<file path="src/rtl/rbsc_pkg.sv">
// Package for the ray/box slab clipper: beat payload types, pipeline stage
// types, register codes and pipeline sizing constants.
// No dependencies.
package rbsc_pkg;

   // Value width (signed Q16.16) and the number of restoring division cells.
   localparam int VAL_W   = 32;
   localparam int NCELL   = 32;
   localparam int NAXIS   = 3;
   // Two set-up stages, the cell row, one sign/saturate stage, one stage per axis.
   localparam int NSTAGE  = 2 + NCELL + 1 + NAXIS;
   localparam int ADDR_W  = 5;

   // Register indexes on the configuration port.
   localparam logic [2:0] REG_MIN_X = 3'd0;
   localparam logic [2:0] REG_MIN_Y = 3'd1;
   localparam logic [2:0] REG_MIN_Z = 3'd2;
   localparam logic [2:0] REG_MAX_X = 3'd3;
   localparam logic [2:0] REG_MAX_Y = 3'd4;
   localparam logic [2:0] REG_MAX_Z = 3'd5;

   typedef struct packed {
      logic signed [31:0] origin_x;
      logic signed [31:0] origin_y;
      logic signed [31:0] origin_z;
      logic signed [31:0] direction_x;
      logic signed [31:0] direction_y;
      logic signed [31:0] direction_z;
      logic signed [31:0] near_in;
      logic signed [31:0] far_in;
   } req_type;

   typedef struct packed {
      logic signed [31:0] near_out;
      logic signed [31:0] far_out;
      logic               interval_empty;
   } rsp_type;

   // Box corners, indexed by axis.
   typedef struct packed {
      logic [2:0][31:0] lo;
      logic [2:0][31:0] hi;
   } box_type;

   // First set-up stage: exact side minus origin differences.
   // Lanes 0..2 are the entry sides of x, y, z; lanes 3..5 the exit sides.
   typedef struct packed {
      logic [5:0][32:0] diff;
      logic [2:0][31:0] dir;
      logic [31:0]      near;
      logic [31:0]      far;
   } prep_type;

   // One division lane as it travels down the cell row.
   typedef struct packed {
      logic [31:0] rem;   // partial remainder, below the divisor unless ovf is set
      logic [31:0] work;  // dividend bits shift out at the top, quotient bits in at the bottom
      logic [31:0] dvs;   // divisor magnitude
      logic        neg;   // quotient is negative
      logic        ovf;   // quotient magnitude is 2^32 or more
   } lane_type;

   typedef struct packed {
      lane_type [5:0] lane;
      logic [2:0]     skip;
      logic [31:0]    near;
      logic [31:0]    far;
   } step_type;

   // Clip stage: distances still to be applied sit at index 0 and shift down.
   typedef struct packed {
      logic [2:0][31:0] ent;
      logic [2:0][31:0] ext;
      logic [2:0]       skip;
      logic [31:0]      near;
      logic [31:0]      far;
      logic             done;
   } clip_type;

endpackage

</file>
<file path="src/rtl/rbsc_post.sv">
// Sign and saturation stage: turns quotient magnitudes into signed Q16.16
// distances clamped to 32 bits. Uses rbsc_pkg.
module rbsc_post (
   input  logic               clock,
   input  logic               en,
   input  rbsc_pkg::step_type step_in,
   output rbsc_pkg::clip_type clip_out
);
   import rbsc_pkg::*;

   localparam logic [31:0] SAT_POS = 32'h7FFF_FFFF;
   localparam logic [31:0] SAT_NEG = 32'h8000_0000;

   clip_type clip_ff, clip_in;

   // Clamp, then apply the sign.
   always_comb begin
      logic [5:0][31:0] lane_t;
      logic [31:0]      mag;
      for (int l = 0; l < 6; l++) begin
         mag = step_in.lane[l].work;
         if (step_in.lane[l].ovf) begin
            lane_t[l] = step_in.lane[l].neg ? SAT_NEG : SAT_POS;
         end else if (!step_in.lane[l].neg) begin
            lane_t[l] = mag[31] ? SAT_POS : mag;
         end else begin
            lane_t[l] = (mag > SAT_NEG) ? SAT_NEG : (~mag + 32'd1);
         end
      end
      clip_in.ent  = lane_t[2:0];
      clip_in.ext  = lane_t[5:3];
      clip_in.skip = step_in.skip;
      clip_in.near = step_in.near;
      clip_in.far  = step_in.far;
      clip_in.done = 1'b0;
   end

   always_ff @(posedge clock) begin
      if (en) begin
         clip_ff <= clip_in;
      end
   end

   assign clip_out = clip_ff;

endmodule

</file>
<file path="config.mk">
export PLATFORM = sky130hd
export DESIGN_NAME = rbsc_post
export DESIGN_NICKNAME = d
export VERILOG_FILES = /design/src/rtl/rbsc_pkg.sv /design/src/rtl/rbsc_post.sv
export SDC_FILE = /design/constraint.sdc
export NUM_CORES = 1
export LEC_CHECK = 0
export BUFFER_PORTS_ARGS = -buffer_cell sky130_fd_sc_hd__buf_2
export CORE_AREA = 2 2 352 354
export DETAILED_ROUTE_END_ITERATION = 16
export DIE_AREA = 0 0 354 356
export PLACE_DENSITY_LB_ADDON = 0.25
export SLEW_MARGIN = 40
export SYNTH_ARGS = -nofsm -noshare
export SYNTH_HDL_FRONTEND = slang
export SYNTH_SLANG_ARGS = --single-unit
</file>
<file path="constraint.sdc">
create_clock -name clock -period 2.69 [get_ports clock]
set_input_delay 0.269 -clock clock [delete_from_list [all_inputs] [get_ports clock]]
set_output_delay 0.269 -clock clock [all_outputs]
set_load 0.02 [all_outputs]
</file>
==> insert_results.sql, run 1 <==
INSERT INTO impl_metrics (metric_group, metric, value, unit) VALUES
('setup_path', 'worst_path_required', '3.14', 'ns'),
('cts', 'cts_tree', 'done', ''),
('power', 'p_sw_share', '30.07', '%'),
('job', 'max_cap_violations', '0', ''),
('global_route', 'grt_antenna_before_repair', '23', ''),
('global_route', 'grt_start_max_net_pins', '56', ''),
('sta', 'rsz_0062_raised_after_global_routing', 'no', ''),
('cts', 'cts.root.buffer_cell', 'sky130_fd_sc_hd__clkbuf_16', ''),
('routing', 'drt_first_pass_iters', '5', ''),
('yosys', 'synth_warnings', '0', ''),
('die', 'initial_utilization', '11.62', '%'),
('yosys', 'synth-async-reset-ratio', '0', '%'),
('hold_path', 'min_from', 'step_in[325]', ''),
('sta', 'final-setup-viol-count', '0', ''),
('setup_path', 'cp-end-kind', 'flip-flop', ''),
('global_route', 'gr-usage-met2', '15.15', '%'),
('cts', 'clock_tree.htree_level_count', '2', ''),
('cts', 'cts.clk_slew.worst_paths', '0.05', 'ns'),
('power', 'clkPwrFrac', '40.6', '%'),
('sta', 'crit_path_time_final', '2.101', 'ns'),
('yosys', 'ys_ff_latch', '259', ''),
('finish', 'final_cell_area', '21490', 'sq um'),
('cts', 'cts-buffers-inserted', '39', ''),
('finish', 'nFillCells', '13780', ''),
('yosys', 'synthesis.area_per_instance', '10.92', 'sq um'),
('finish', 'final_cell_count_no_fill', '3651', ''),
('die', 'dieWidth', '354', 'um'),
('routing', 'wirelength', '63870', 'um'),
('finish', 'syn_to_layout_area_delta', '50.75', '%'),
('routing', 'via_count', '13200', ''),
('yosys', 'area_share_of_the_leading_cell_type_in_the_synthesized_netlist', '54.56', '%'),
('cts', 'clkSinkCount', '259', ''),
('cts', 'cts_resized', '0', ''),
('routing', 'avgRoutedWirePerCell', '17.49', 'um'),
('yosys', 'syn_nets', '1968', ''),
('sta', 'final.period_utilization', '78.11', '%'),
('sta', 'max_slew.worst_pin.slew', '0.7566', 'ns'),
('yosys', 'synth_cells', '1305', ''),
('hold_path', 'hold-path-endpoint', 'clip_out[256]', ''),
('yosys', 'dominant_combinational_cell_family_by_area_after_synthesis', 'simple AND/OR/NAND/NOR gates', ''),
('die', 'floorplan.die.height', '356', 'um'),
('routing', 'drcViolationCount', '0', ''),
('sta', 'timing.final.max_slew_violations', '0', ''),
('power', 'combPwrFrac', '18.5', '%'),
('hold_path', 'hold_path.class', 'input port to flip-flop', ''),
('yosys', 'yosys.area_share.xor_xnor', '8.234', '%'),
('placed_design', 'number_of_cells_in_the_design_after_placement', '3509', ''),
('power', 'power.leakage', '7.933', 'nW'),
('yosys', 'cell_types_occupying_the_most_area_after_synthesis', 'sky130_fd_sc_hd__edfxtp_1 (55%), sky130_fd_sc_hd__a211oi_1 (6.6%), sky130_fd_sc_hd__xor2_1 (6.1%), sky130_fd_sc_hd__nor3_1 (5.2%), sky130_fd_sc_hd__nor2_1 (4.1%)', ''),
('routing', 'detail-route-antenna-nets', '0', ''),
('die', 'pin_count', '917', ''),
('yosys', 'post_synth_fa_ha_maj_area_fraction', '0.5267', '%'),
('outcome', 'status', 'finished, final reports clean', ''),
('yosys', 'ys_dominant_reg_cell', 'sky130_fd_sc_hd__edfxtp_1', ''),
('placed_design', 'post-dp-hpwl', '49850', 'um'),
('yosys', 'yosys.area.top_type', 'sky130_fd_sc_hd__edfxtp_1', ''),
('setup_path', 'setup.worst_path.start_class', 'input port', ''),
('placed_design', 'placed_cell_area', '19600', 'sq um'),
('global_route', 'overflow', '0', ''),
('setup_path', 'crit_path_arrival_time', '2.55', 'ns'),
('yosys', 'sequential_fraction_of_the_synthesis_area', '54.56', '%'),
('placed_design', 'port_buffers', '531', ''),
('global_route', 'grt_use_met3', '4.819', '%'),
('setup_path', 'cp-startpoint', 'step_in[617]', ''),
('yosys', 'yosys.cell_types.count', '61', ''),
('finish', 'nets', '2643', ''),
('global_route', 'groute.layer.met1.usage', '11.99', '%'),
('power', 'netSwitchingPower', '3.675', 'mW'),
('global_route', 'global_route.usage.total', '9.712', '%'),
('yosys', 'synth.mux.area_fraction', '0.7022', '%'),
('sta', 'slew-limit-headroom', '49.40', '%');
-- per-layer routing --
layer / up-vias / part of all wire, %
li1: 6420 / -
met1: 6203 / 43
met2: 468 / 44
met3: 82 / 11
met4: 30 / 1.6
met5: - / 0.25
-- power groups by stage --
stage | registers (mW) | logic, mW | clock network [mW]
final | 5.00 | 2.26 | 4.96
after global routing | 5.04 | 2.46 | 5.35
after CTS | 5.01 | 2.31 | 5.25
after detailed placement | 5.08 | 2.22 | 0
after global placement | 5.08 | 2.23 | 0
after floorplan | 5.56 | 0.531 | 0
-- logic make-up (layout without fill, tap and decap cells) --
| logic type | Yosys count | after routing |
|---|---|---|
| xor+xnor | 134 | 134 |
| flops | 259 | 259 |
| buf+inv | 106 | 808 |
| simple gates | 549 | 549 |
| compound gates | 240 | 240 |
| fa+ha+maj | 6 | 6 |
| other cells | 1 | 8 |
| mux | 10 | 10 |
-- worst max-delay path by stage --
| stage | endpoint | slack (ns) | cells past startpoint |
|---|---|---|---|
| finish | clip_out[155] | 0.59 | 8 |
| global route | clip_out[193] | 0.44 | 7 |
| CTS | clip_out[143] | 0.58 | 6 |
| detailed placement | clip_out[193] | -0.05 | 7 |
| global placement | clip_out[143] | -0.06 | 6 |
| floorplan | clip_out[112] | 0.27 | 8 |
-- Yosys cell counts (5+ instances only) --
| library cell | count |
|---|---|
| sky130_fd_sc_hd__edfxtp_1 | 259 |
| sky130_fd_sc_hd__o211ai_1 | 5 |
| sky130_fd_sc_hd__nor4_1 | 61 |
| sky130_fd_sc_hd__buf_2 | 5 |
| sky130_fd_sc_hd__o31ai_1 | 10 |
| sky130_fd_sc_hd__clkbuf_1 | 73 |
| sky130_fd_sc_hd__o41ai_1 | 11 |
| sky130_fd_sc_hd__a211oi_1 | 125 |
| sky130_fd_sc_hd__inv_1 | 18 |
| sky130_fd_sc_hd__mux2i_1 | 10 |
| sky130_fd_sc_hd__nor2_1 | 154 |
| sky130_fd_sc_hd__or2_2 | 16 |
| sky130_fd_sc_hd__nand2_1 | 37 |
| sky130_fd_sc_hd__a21oi_1 | 22 |
| sky130_fd_sc_hd__nor3_1 | 149 |
| sky130_fd_sc_hd__o22ai_1 | 16 |
| sky130_fd_sc_hd__nand2b_1 | 7 |
| sky130_fd_sc_hd__or4_1 | 19 |
| sky130_fd_sc_hd__o21ai_0 | 11 |
| sky130_fd_sc_hd__buf_1 | 5 |
| sky130_fd_sc_hd__ha_1 | 6 |
| sky130_fd_sc_hd__nor3b_1 | 6 |
| sky130_fd_sc_hd__nand3_1 | 18 |
| sky130_fd_sc_hd__xor2_1 | 99 |
| sky130_fd_sc_hd__xnor2_1 | 35 |
| sky130_fd_sc_hd__or3_1 | 40 |
| sky130_fd_sc_hd__nor4b_1 | 5 |
| sky130_fd_sc_hd__nand4_1 | 11 |
| sky130_fd_sc_hd__a211oi_2 | 18 |
-- through the flow --
stage	utilization (%)	hold slack [ns]	power [mW]	TNS (ns)
5_1_grt	17.51	0.06081	12.84	0
3_5_place_dp	15.98	0.4471	7.306	-0.1096
4_1_cts	17.50	0.01713	12.57	0
2_1_floorplan	-	0.3679	6.090	0
3_3_place_gp	15.97	0.4453	7.314	-0.1177
6_report	17.52	0.08691	12.22	0
-- critical path, cell delays in order --
cell and delay (ns):
sky130_fd_sc_hd__buf_2 0.12, sky130_fd_sc_hd__or4_1 0.57, sky130_fd_sc_hd__or4_1 0.48, sky130_fd_sc_hd__nor3_2 0.26, sky130_fd_sc_hd__a211oi_4 0.21, sky130_fd_sc_hd__buf_12 0.20, sky130_fd_sc_hd__a211oi_1 0.25, sky130_fd_sc_hd__buf_4 0.19
-- cell type report --
| cell class | count | area (sq um) | area share (%) |
|---|---|---|---|
| Clock buffer | 45 | 998.5 | 4.647 |
| Inverter | 19 | 71.32 | 0.3319 |
| Clock inverter | 23 | 197.7 | 0.9200 |
| Sequential cell | 259 | 7777 | 36.19 |
| Timing Repair Buffer | 721 | 4315 | 20.08 |
| Antenna cell | 7 | 17.52 | 0.08152 |
| Multi-Input combinational cell | 940 | 6062 | 28.21 |
| Tap cell | 1637 | 2048 | 9.532 |
-- placed cells by master, fill, tap and decap left out, types with 16 or more instances in the layout --
cell,netlist,final
sky130_fd_sc_hd__a211oi_1,125,124
sky130_fd_sc_hd__a211oi_2,18,18
sky130_fd_sc_hd__a21oi_1,22,22
sky130_fd_sc_hd__buf_2,5,530
sky130_fd_sc_hd__buf_4,1,118
sky130_fd_sc_hd__clkbuf_16,0,39
sky130_fd_sc_hd__dlygate4sd3_1,0,67
sky130_fd_sc_hd__edfxtp_1,259,259
sky130_fd_sc_hd__inv_1,18,18
sky130_fd_sc_hd__nand2_1,37,37
sky130_fd_sc_hd__nand3_1,18,18
sky130_fd_sc_hd__nor2_1,154,154
sky130_fd_sc_hd__nor3_1,149,149
sky130_fd_sc_hd__nor4_1,61,61
sky130_fd_sc_hd__o22ai_1,16,16
sky130_fd_sc_hd__or2_2,16,16
sky130_fd_sc_hd__or3_1,40,40
sky130_fd_sc_hd__or4_1,19,19
sky130_fd_sc_hd__xnor2_1,35,35
sky130_fd_sc_hd__xor2_1,99,99
-- repair_timing --
item	4_1_cts	5_1_grt
hold buffers	67	0
hold endpoints to repair	67	0
setup buffers	0	0
Power figures use the tool's default switching activity.
==> inputs of run 2 (changes only) <==
--- a/config.mk
+++ b/config.mk
@@ -6,9 +6,9 @@
 export NUM_CORES = 1
 export LEC_CHECK = 0
 export BUFFER_PORTS_ARGS = -buffer_cell sky130_fd_sc_hd__buf_2
-export CORE_AREA = 2 2 352 354
+export CORE_AREA = 2 2 359 361
 export DETAILED_ROUTE_END_ITERATION = 16
-export DIE_AREA = 0 0 354 356
+export DIE_AREA = 0 0 361 363
 export PLACE_DENSITY_LB_ADDON = 0.25
 export SLEW_MARGIN = 40
 export SYNTH_ARGS = -nofsm -noshare
==> constraint.sdc (replaced) <==
create_clock -name clock -period 1.9 [get_ports clock]
set_input_delay 0.19 -clock clock [delete_from_list [all_inputs] [get_ports clock]]
set_output_delay 0.19 -clock clock [all_outputs]
set_load 0.02 [all_outputs]
==> insert_results.sql, run 2 (synthesis results as in run 1) <==
INSERT INTO impl_metrics (metric_group, metric, value, unit) VALUES
('sta', 'max_freq', '0.5350', 'GHz'),
('cts', 'clk_path_buf_depth', '3', ''),
('placed_design', 'routabilityCongestion', '0.7703', ''),
('routing', 'detail-route-antenna-nets', '0', ''),
('power', 'total_power_per_unit_cell_area', '744.4', 'nW/um^2'),
('cts', 'cts.root.buffer_cell', 'sky130_fd_sc_hd__clkbuf_16', ''),
('setup_path', 'crit_path_arrival_time', '2.28', 'ns'),
('die', 'initial_utilization', '11.22', '%'),
('finish', 'post_route_cells_drive_above_1_share', '49.29', '%'),
('job', 'max_cap_violations', '0', ''),
('sta', 'crit_path_time_final', '1.869', 'ns'),
('sta', 'hold_ws', '0.06324', 'ns'),
('power', 'combPwrFrac', '20.4', '%'),
('finish', 'mostFrequentLayoutCell', 'sky130_fd_sc_hd__buf_2', ''),
('global_route', 'grt_pass1_vias', '14440', ''),
('placed_design', 'post-dp-hpwl', '54350', 'um'),
('cts', 'clock_tree.htree_level_count', '2', ''),
('power', 'cellInternalPower', '12.84', 'mW'),
('placed_design', 'number_of_cells_in_the_design_after_placement', '3767', ''),
('die', 'floorplan.die.height', '363', 'um'),
('finish', 'register_area', '7777', 'sq um'),
('setup_path', 'path_delay_family', 'simple AND/OR/NAND/NOR gates', ''),
('routing', 'route.detailed.vias_per_inst', '3.608', ''),
('setup_path', 'criticalPathCategory', 'input port to flip-flop', ''),
('setup_path', 'worst_path_required', '2.31', 'ns'),
('hold_path', 'hold-path-endpoint', 'clip_out[195]', ''),
('placed_design', 'port_buffers', '531', ''),
('routing', 'wirelength', '68450', 'um'),
('finish', 'nFillCells', '14000', ''),
('setup_path', 'critical_path.cell_chain', 'buf_2 -> or4_4 -> or4_4 -> or3_1 -> and4_1 -> nor3_1', ''),
('power', 'p_sw_share', '29.57', '%'),
('finish', 'final_cell_mix', 'sky130_fd_sc_hd__buf_2 (530), sky130_fd_sc_hd__buf_4 (342), sky130_fd_sc_hd__edfxtp_1 (259)', ''),
('outcome', 'status', 'finished, final reports clean', ''),
('routing', 'drt_first_pass_iters', '4', ''),
('routing', 'drcViolationCount', '0', ''),
('sta', 'final.period_utilization', '98.38', '%'),
('global_route', 'grt_start_max_net_pins', '51', ''),
('sta', 'max_slew.worst_pin.slew', '0.7058', 'ns'),
('cts', 'clkSinkCount', '259', ''),
('sta', 'final-setup-viol-count', '0', ''),
('power', 'part_of_the_total_power_dissipated_in_sequential_elements', '39.2', '%'),
('die', 'dieWidth', '361', 'um'),
('power', 'clkPwrFrac', '40.4', '%'),
('routing', 'avgRoutedWirePerCell', '17.50', 'um'),
('finish', 'flip_flop_count_of_the_largest_register_after_layout', '259', ''),
('power', 'vdd_drop_max', '666.1', 'uV'),
('setup_path', 'worstPathBufferInverterCount', '1', ''),
('finish', 'multi_input_comb_area', '6974', 'sq um'),
('power', 'total_chip_power', '18.23', 'mW'),
('finish', 'final_cell_count_no_fill', '3911', ''),
('cts', 'cts_tree', 'done', ''),
('setup_path', 'cp-end-kind', 'flip-flop', ''),
('sta', 'timing.final.max_slew_violations', '0', ''),
('die', 'die_area', '131000', 'sq um'),
('hold_path', 'hold_path.class', 'input port to flip-flop', ''),
('power', 'netSwitchingPower', '5.392', 'mW'),
('setup_path', 'critical_path.max_fanout', '10', ''),
('setup_path', 'setup.worst_path.start_class', 'input port', ''),
('hold_path', 'min_from', 'step_in[132]', ''),
('sta', 'slew-limit-headroom', '52.51', '%'),
('placed_design', 'placed_cell_area', '22410', 'sq um'),
('finish', 'syn_to_layout_area_delta', '71.83', '%'),
('global_route', 'overflow', '0', ''),
('hold_path', 'hold-path-cell-count', '2', ''),
('finish', 'nets', '2889', ''),
('finish', 'final_cell_area', '24490', 'sq um'),
('die', 'floorplan.rows', '131', ''),
('global_route', 'grt_pass1_wl', '98820', 'um'),
('power', 'power.leakage', '9.669', 'nW'),
('setup_path', 'critical_path_cell_count', '6', ''),
('routing', 'via_count', '14110', ''),
('cts', 'cts-buffers-inserted', '38', ''),
('global_route', 'grt_antenna_before_repair', '13', ''),
('setup_path', 'max_stage_delay', '0.59', 'ns'),
('setup_path', 'timing.critical_path.slowest_stage_cell', 'sky130_fd_sc_hd__or4_4', ''),
('global_route', 'global_route.usage.total', '10.11', '%'),
('sta', 'fin_setup_tns', '0', 'ns'),
('cts', 'cts.clk_slew.worst_paths', '0.06', 'ns'),
('routing', 'drtIter0Drc', '674', ''),
('sta', 'timing_hold_violations_final', '0', ''),
('die', 'pin_count', '917', ''),
('die', 'fp.coreArea', '127000', 'sq um'),
('setup_path', 'critical-path-top-cell-by-count', 'sky130_fd_sc_hd__or4_4', '');
==> run 2: worst max path at each step <==
stage | start | to
floorplan | step_in[317] | clip_out[254]
CTS | step_in[127] | clip_out[191]
global placement | step_in[307] | clip_out[259]
global route | step_in[395] | clip_out[98]
detailed placement | step_in[102] | clip_out[191]
finish | step_in[307] | clip_out[259]
==> run 2: what timing repair did <==
action / CTS / global route
endpoints found under the setup margin: 0 / 41
hold buffers: 80 / 0
hold endpoints to repair: 80 / 0
setup buffers: 0 / 1
gates resized for setup: 0 / 6
==> run 2: stage by stage <==
stage	setup WS, ns	utilization (%)
floorplan	-0.3855	-
global placement	-0.5523	17.64
detailed placement	-0.5720	17.64
CTS	0.01402	19.24
global route	-0.01274	19.28
finish	0.03080	19.28
==> run 2: power by group through the flow <==
stage	clock network [mW]	logic (mW)	registers, mW
2_1_floorplan	0	0.887	7.87
3_3_place_gp	0	3.66	7.29
3_5_place_dp	0	3.64	7.27
4_1_cts	7.75	3.79	7.17
5_1_grt	7.91	4.02	7.21
6_report	7.37	3.71	7.15
==> run 2: area by class of cell <==
cell class                      instances  area share [%]
Sequential cell                       259           31.75
Clock inverter                         18           1.063
Tap cell                             1662           8.490
Clock buffer                           44           3.974
Timing Repair Buffer                  968           25.87
Multi-Input combinational cell        940           28.48
Antenna cell                            1         0.01022
Inverter                               19          0.3627
==> run 2: layer usage <==
layer  vias up  GRT usage (%)  routed length, um
met5         -              0                 12
met4         2          3.282               1982
met3        75          2.856               4632
met2       415          15.60              30360
met1      6715          13.54              31460
li1       6905              -                  -
==> inputs of run 3 (changes only) <==
--- a/config.mk
+++ b/config.mk
@@ -5,10 +5,10 @@
 export SDC_FILE = /design/constraint.sdc
 export NUM_CORES = 1
 export LEC_CHECK = 0
-export BUFFER_PORTS_ARGS = -buffer_cell sky130_fd_sc_hd__buf_2
-export CORE_AREA = 2 2 359 361
+export CORE_AREA = 2 2 355 357
 export DETAILED_ROUTE_END_ITERATION = 16
-export DIE_AREA = 0 0 361 363
+export DIE_AREA = 0 0 357 359
+export DONT_BUFFER_PORTS = 1
 export PLACE_DENSITY_LB_ADDON = 0.25
 export SLEW_MARGIN = 40
 export SYNTH_ARGS = -nofsm -noshare
==> insert_results.sql, run 3 (synthesis results as in run 1) <==
INSERT INTO impl_metrics (metric_group, metric, value, unit) VALUES
('power', 'total_power_per_unit_cell_area', '797.6', 'nW/um^2'),
('power', 'vdd_drop_max', '532.7', 'uV'),
('finish', 'syn_to_layout_area_delta', '56.86', '%'),
('setup_path', 'setup.worst_path.start_class', 'input port', ''),
('die', 'dieWidth', '357', 'um'),
('global_route', 'grt_pass1_vias', '13030', ''),
('finish', 'register_area', '7777', 'sq um'),
('cts', 'cts_tree', 'done', ''),
('sta', 'crit_path_time_final', '1.887', 'ns'),
('sta', 'final.period_utilization', '99.33', '%'),
('cts', 'cts.clk_slew.worst_paths', '0.07', 'ns'),
('finish', 'final_cell_count_no_fill', '3365', ''),
('sta', 'max_slew.worst_pin.slew', '0.8324', 'ns'),
('placed_design', 'port_buffers', '0', ''),
('sta', 'post_route_setup_slack', '0.01278', 'ns'),
('placed_design', 'placed_cell_area', '18080', 'sq um'),
('sta', 'max_freq', '0.5299', 'GHz'),
('global_route', 'overflow', '0', ''),
('sta', 'timing.final.max_slew_violations', '0', ''),
('placed_design', 'detailedPlace.worstSlack', '-0.5636', 'ns'),
('setup_path', 'crit_path_arrival_time', '2.34', 'ns'),
('outcome', 'violations', 'hold timing', ''),
('power', 'combPwrFrac', '10.5', '%'),
('routing', 'drcViolationCount', '0', ''),
('routing', 'drt_first_pass_iters', '5', ''),
('routing', 'avgRoutedWirePerCell', '19.53', 'um'),
('finish', 'final_cell_mix', 'sky130_fd_sc_hd__dlygate4sd3_1 (275), sky130_fd_sc_hd__edfxtp_1 (259), sky130_fd_sc_hd__nor2_1 (151)', ''),
('power', 'power.leakage', '7.454', 'nW'),
('global_route', 'grt_start_max_net_pins', '260', ''),
('sta', 'slew-limit-headroom', '44.50', '%'),
('cts', 'cts.root.buffer_cell', 'sky130_fd_sc_hd__clkbuf_16', ''),
('finish', 'nets', '2348', ''),
('setup_path', 'cp-startpoint', 'step_in[421]', ''),
('global_route', 'global_route.usage.total', '9.793', '%'),
('die', 'initial_utilization', '11.44', '%'),
('outcome', 'status', 'complete, but fails checks', ''),
('cts', 'cts.repair_timing.setup_buffer_count', '0', ''),
('job', 'max_cap_violations', '0', ''),
('finish', 'post_route_cells_drive_above_1_share', '22.42', '%'),
('die', 'floorplan.die.height', '359', 'um'),
('sta', 'hold_ws', '-0.2613', 'ns'),
('routing', 'wirelength', '65720', 'um'),
('setup_path', 'worst_path_required', '2.35', 'ns'),
('cts', 'clock_tree.htree_level_count', '2', ''),
('setup_path', 'critical_path.cell_chain', 'nor4_4 -> nand4b_1 -> or4b_4 -> o211a_4 -> buf_12 -> a211oi_2 -> dlygate4sd3_1', ''),
('routing', 'route.detailed.vias_per_inst', '3.777', ''),
('cts', 'clk_path_buf_depth', '3', ''),
('cts', 'clkSinkCount', '259', ''),
('placed_design', 'post-dp-hpwl', '45300', 'um'),
('finish', 'flip_flop_count_of_the_largest_register_after_layout', '259', ''),
('power', 'clkPwrFrac', '44.4', '%'),
('sta', 'final-setup-viol-count', '0', ''),
('power', 'part_of_the_total_power_dissipated_in_sequential_elements', '45.2', '%'),
('finish', 'multi_input_comb_area', '6965', 'sq um'),
('hold_path', 'min_from', 'en', ''),
('routing', 'drtIter0Drc', '955', ''),
('die', 'floorplan.rows', '130', ''),
('power', 'cellInternalPower', '12.83', 'mW'),
('die', 'die_area', '128200', 'sq um'),
('setup_path', 'cp-end-kind', 'flip-flop', ''),
('die', 'pin_count', '917', ''),
('setup_path', 'max_stage_delay', '0.56', 'ns'),
('routing', 'via_count', '12710', ''),
('placed_design', 'routabilityCongestion', '0.8049', ''),
('global_route', 'grt_antenna_before_repair', '5', ''),
('finish', 'nFillCells', '13810', ''),
('power', 'p_sw_share', '28.07', '%'),
('setup_path', 'criticalPathCategory', 'input port to flip-flop', ''),
('cts', 'cts-buffers-inserted', '39', ''),
('hold_path', 'hold_path.class', 'input port to flip-flop', ''),
('global_route', 'grt_pass1_wl', '93740', 'um'),
('setup_path', 'critical_path.max_fanout', '19', ''),
('finish', 'mostFrequentLayoutCell', 'sky130_fd_sc_hd__dlygate4sd3_1', ''),
('routing', 'detail-route-antenna-nets', '0', ''),
('finish', 'final_cell_area', '22360', 'sq um'),
('hold_path', 'hold-path-cell-count', '0', ''),
('die', 'fp.coreArea', '124600', 'sq um'),
('placed_design', 'number_of_cells_in_the_design_after_placement', '3013', ''),
('sta', 'timing_hold_violations_final', '127', ''),
('power', 'netSwitchingPower', '5.005', 'mW'),
('setup_path', 'timing.critical_path.slowest_stage_cell', 'sky130_fd_sc_hd__dlygate4sd3_1', ''),
('sta', 'fin_setup_tns', '0', 'ns'),
('sta', 'rsz_0062_raised_after_global_routing', 'yes', '');
run 3: changes by cell type in the layout (fill, tap and decap cells not counted), moves of 2 or more:
cell and change:
sky130_fd_sc_hd__clkbuf_1 -2, sky130_fd_sc_hd__clkinv_2 +4, sky130_fd_sc_hd__nor4_2 +2, sky130_fd_sc_hd__clkbuf_16 +3
sky130_fd_sc_hd__clkinv_4 +2, sky130_fd_sc_hd__clkinv_1 -3, sky130_fd_sc_hd__clkinvlp_4 +4, sky130_fd_sc_hd__buf_2 -530
sky130_fd_sc_hd__buf_4 -207, sky130_fd_sc_hd__dlygate4sd3_1 +195
run 3: through the flow:
step	hold slack (ns)	total power [mW]	util (%)
after detailed placement	0.2889	9.331	14.51
after global placement	0.2889	9.350	14.51
after CTS	-0.3326	18.30	17.91
after global routing	-0.3060	18.65	17.94
after floorplan	0.2889	8.757	-
final	-0.2613	17.83	17.94
run 3: power groups by stage:
stage	combinational [mW]	clock [mW]	sequential [mW]
2_1_floorplan	0.887	0	7.87
6_report	1.86	7.91	8.06
5_1_grt	2.03	8.50	8.12
3_3_place_gp	1.11	0	8.24
3_5_place_dp	1.12	0	8.21
4_1_cts	1.87	8.32	8.11
run 3: cell type report:
cell class / instances / area share, %
inverter: 19 / 0.3973
clock inverter: 24 / 1.438
timing repair buffer: 426 / 18.31
sequential: 259 / 34.79
antenna: 2 / 0.02239
multi-input combinational: 940 / 31.15
clock buffer: 45 / 4.656
tap: 1650 / 9.234
run 3: final timing paths:
check	end
worst max-delay path	clip_out[76]
worst min-delay path	clip_out[200]
run 3: per-layer routing:
| metal | wire [um] | vias to the layer above | GRT usage, % |
|---|---|---|---|
| met3 | 5889 | 69 | 3.619 |
| met1 | 28340 | 6341 | 12.38 |
| met4 | 1301 | 2 | 2.546 |
| li1 | - | 5842 | - |
| met2 | 30180 | 457 | 15.61 |
| met5 | 12 | - | 0 |
run 3: what timing repair did:
item,in CTS,in global routing
hold buffers,280,1
resized for setup,0,6
setup endpoints to repair,0,8
endpoints found under the hold margin,516,175
run 3: worst max-delay path, delay by kind of cell:
family	cells	cell delay [ns]
compound gates	2	0.43
simple gates	3	0.99
buf+inv	2	0.72
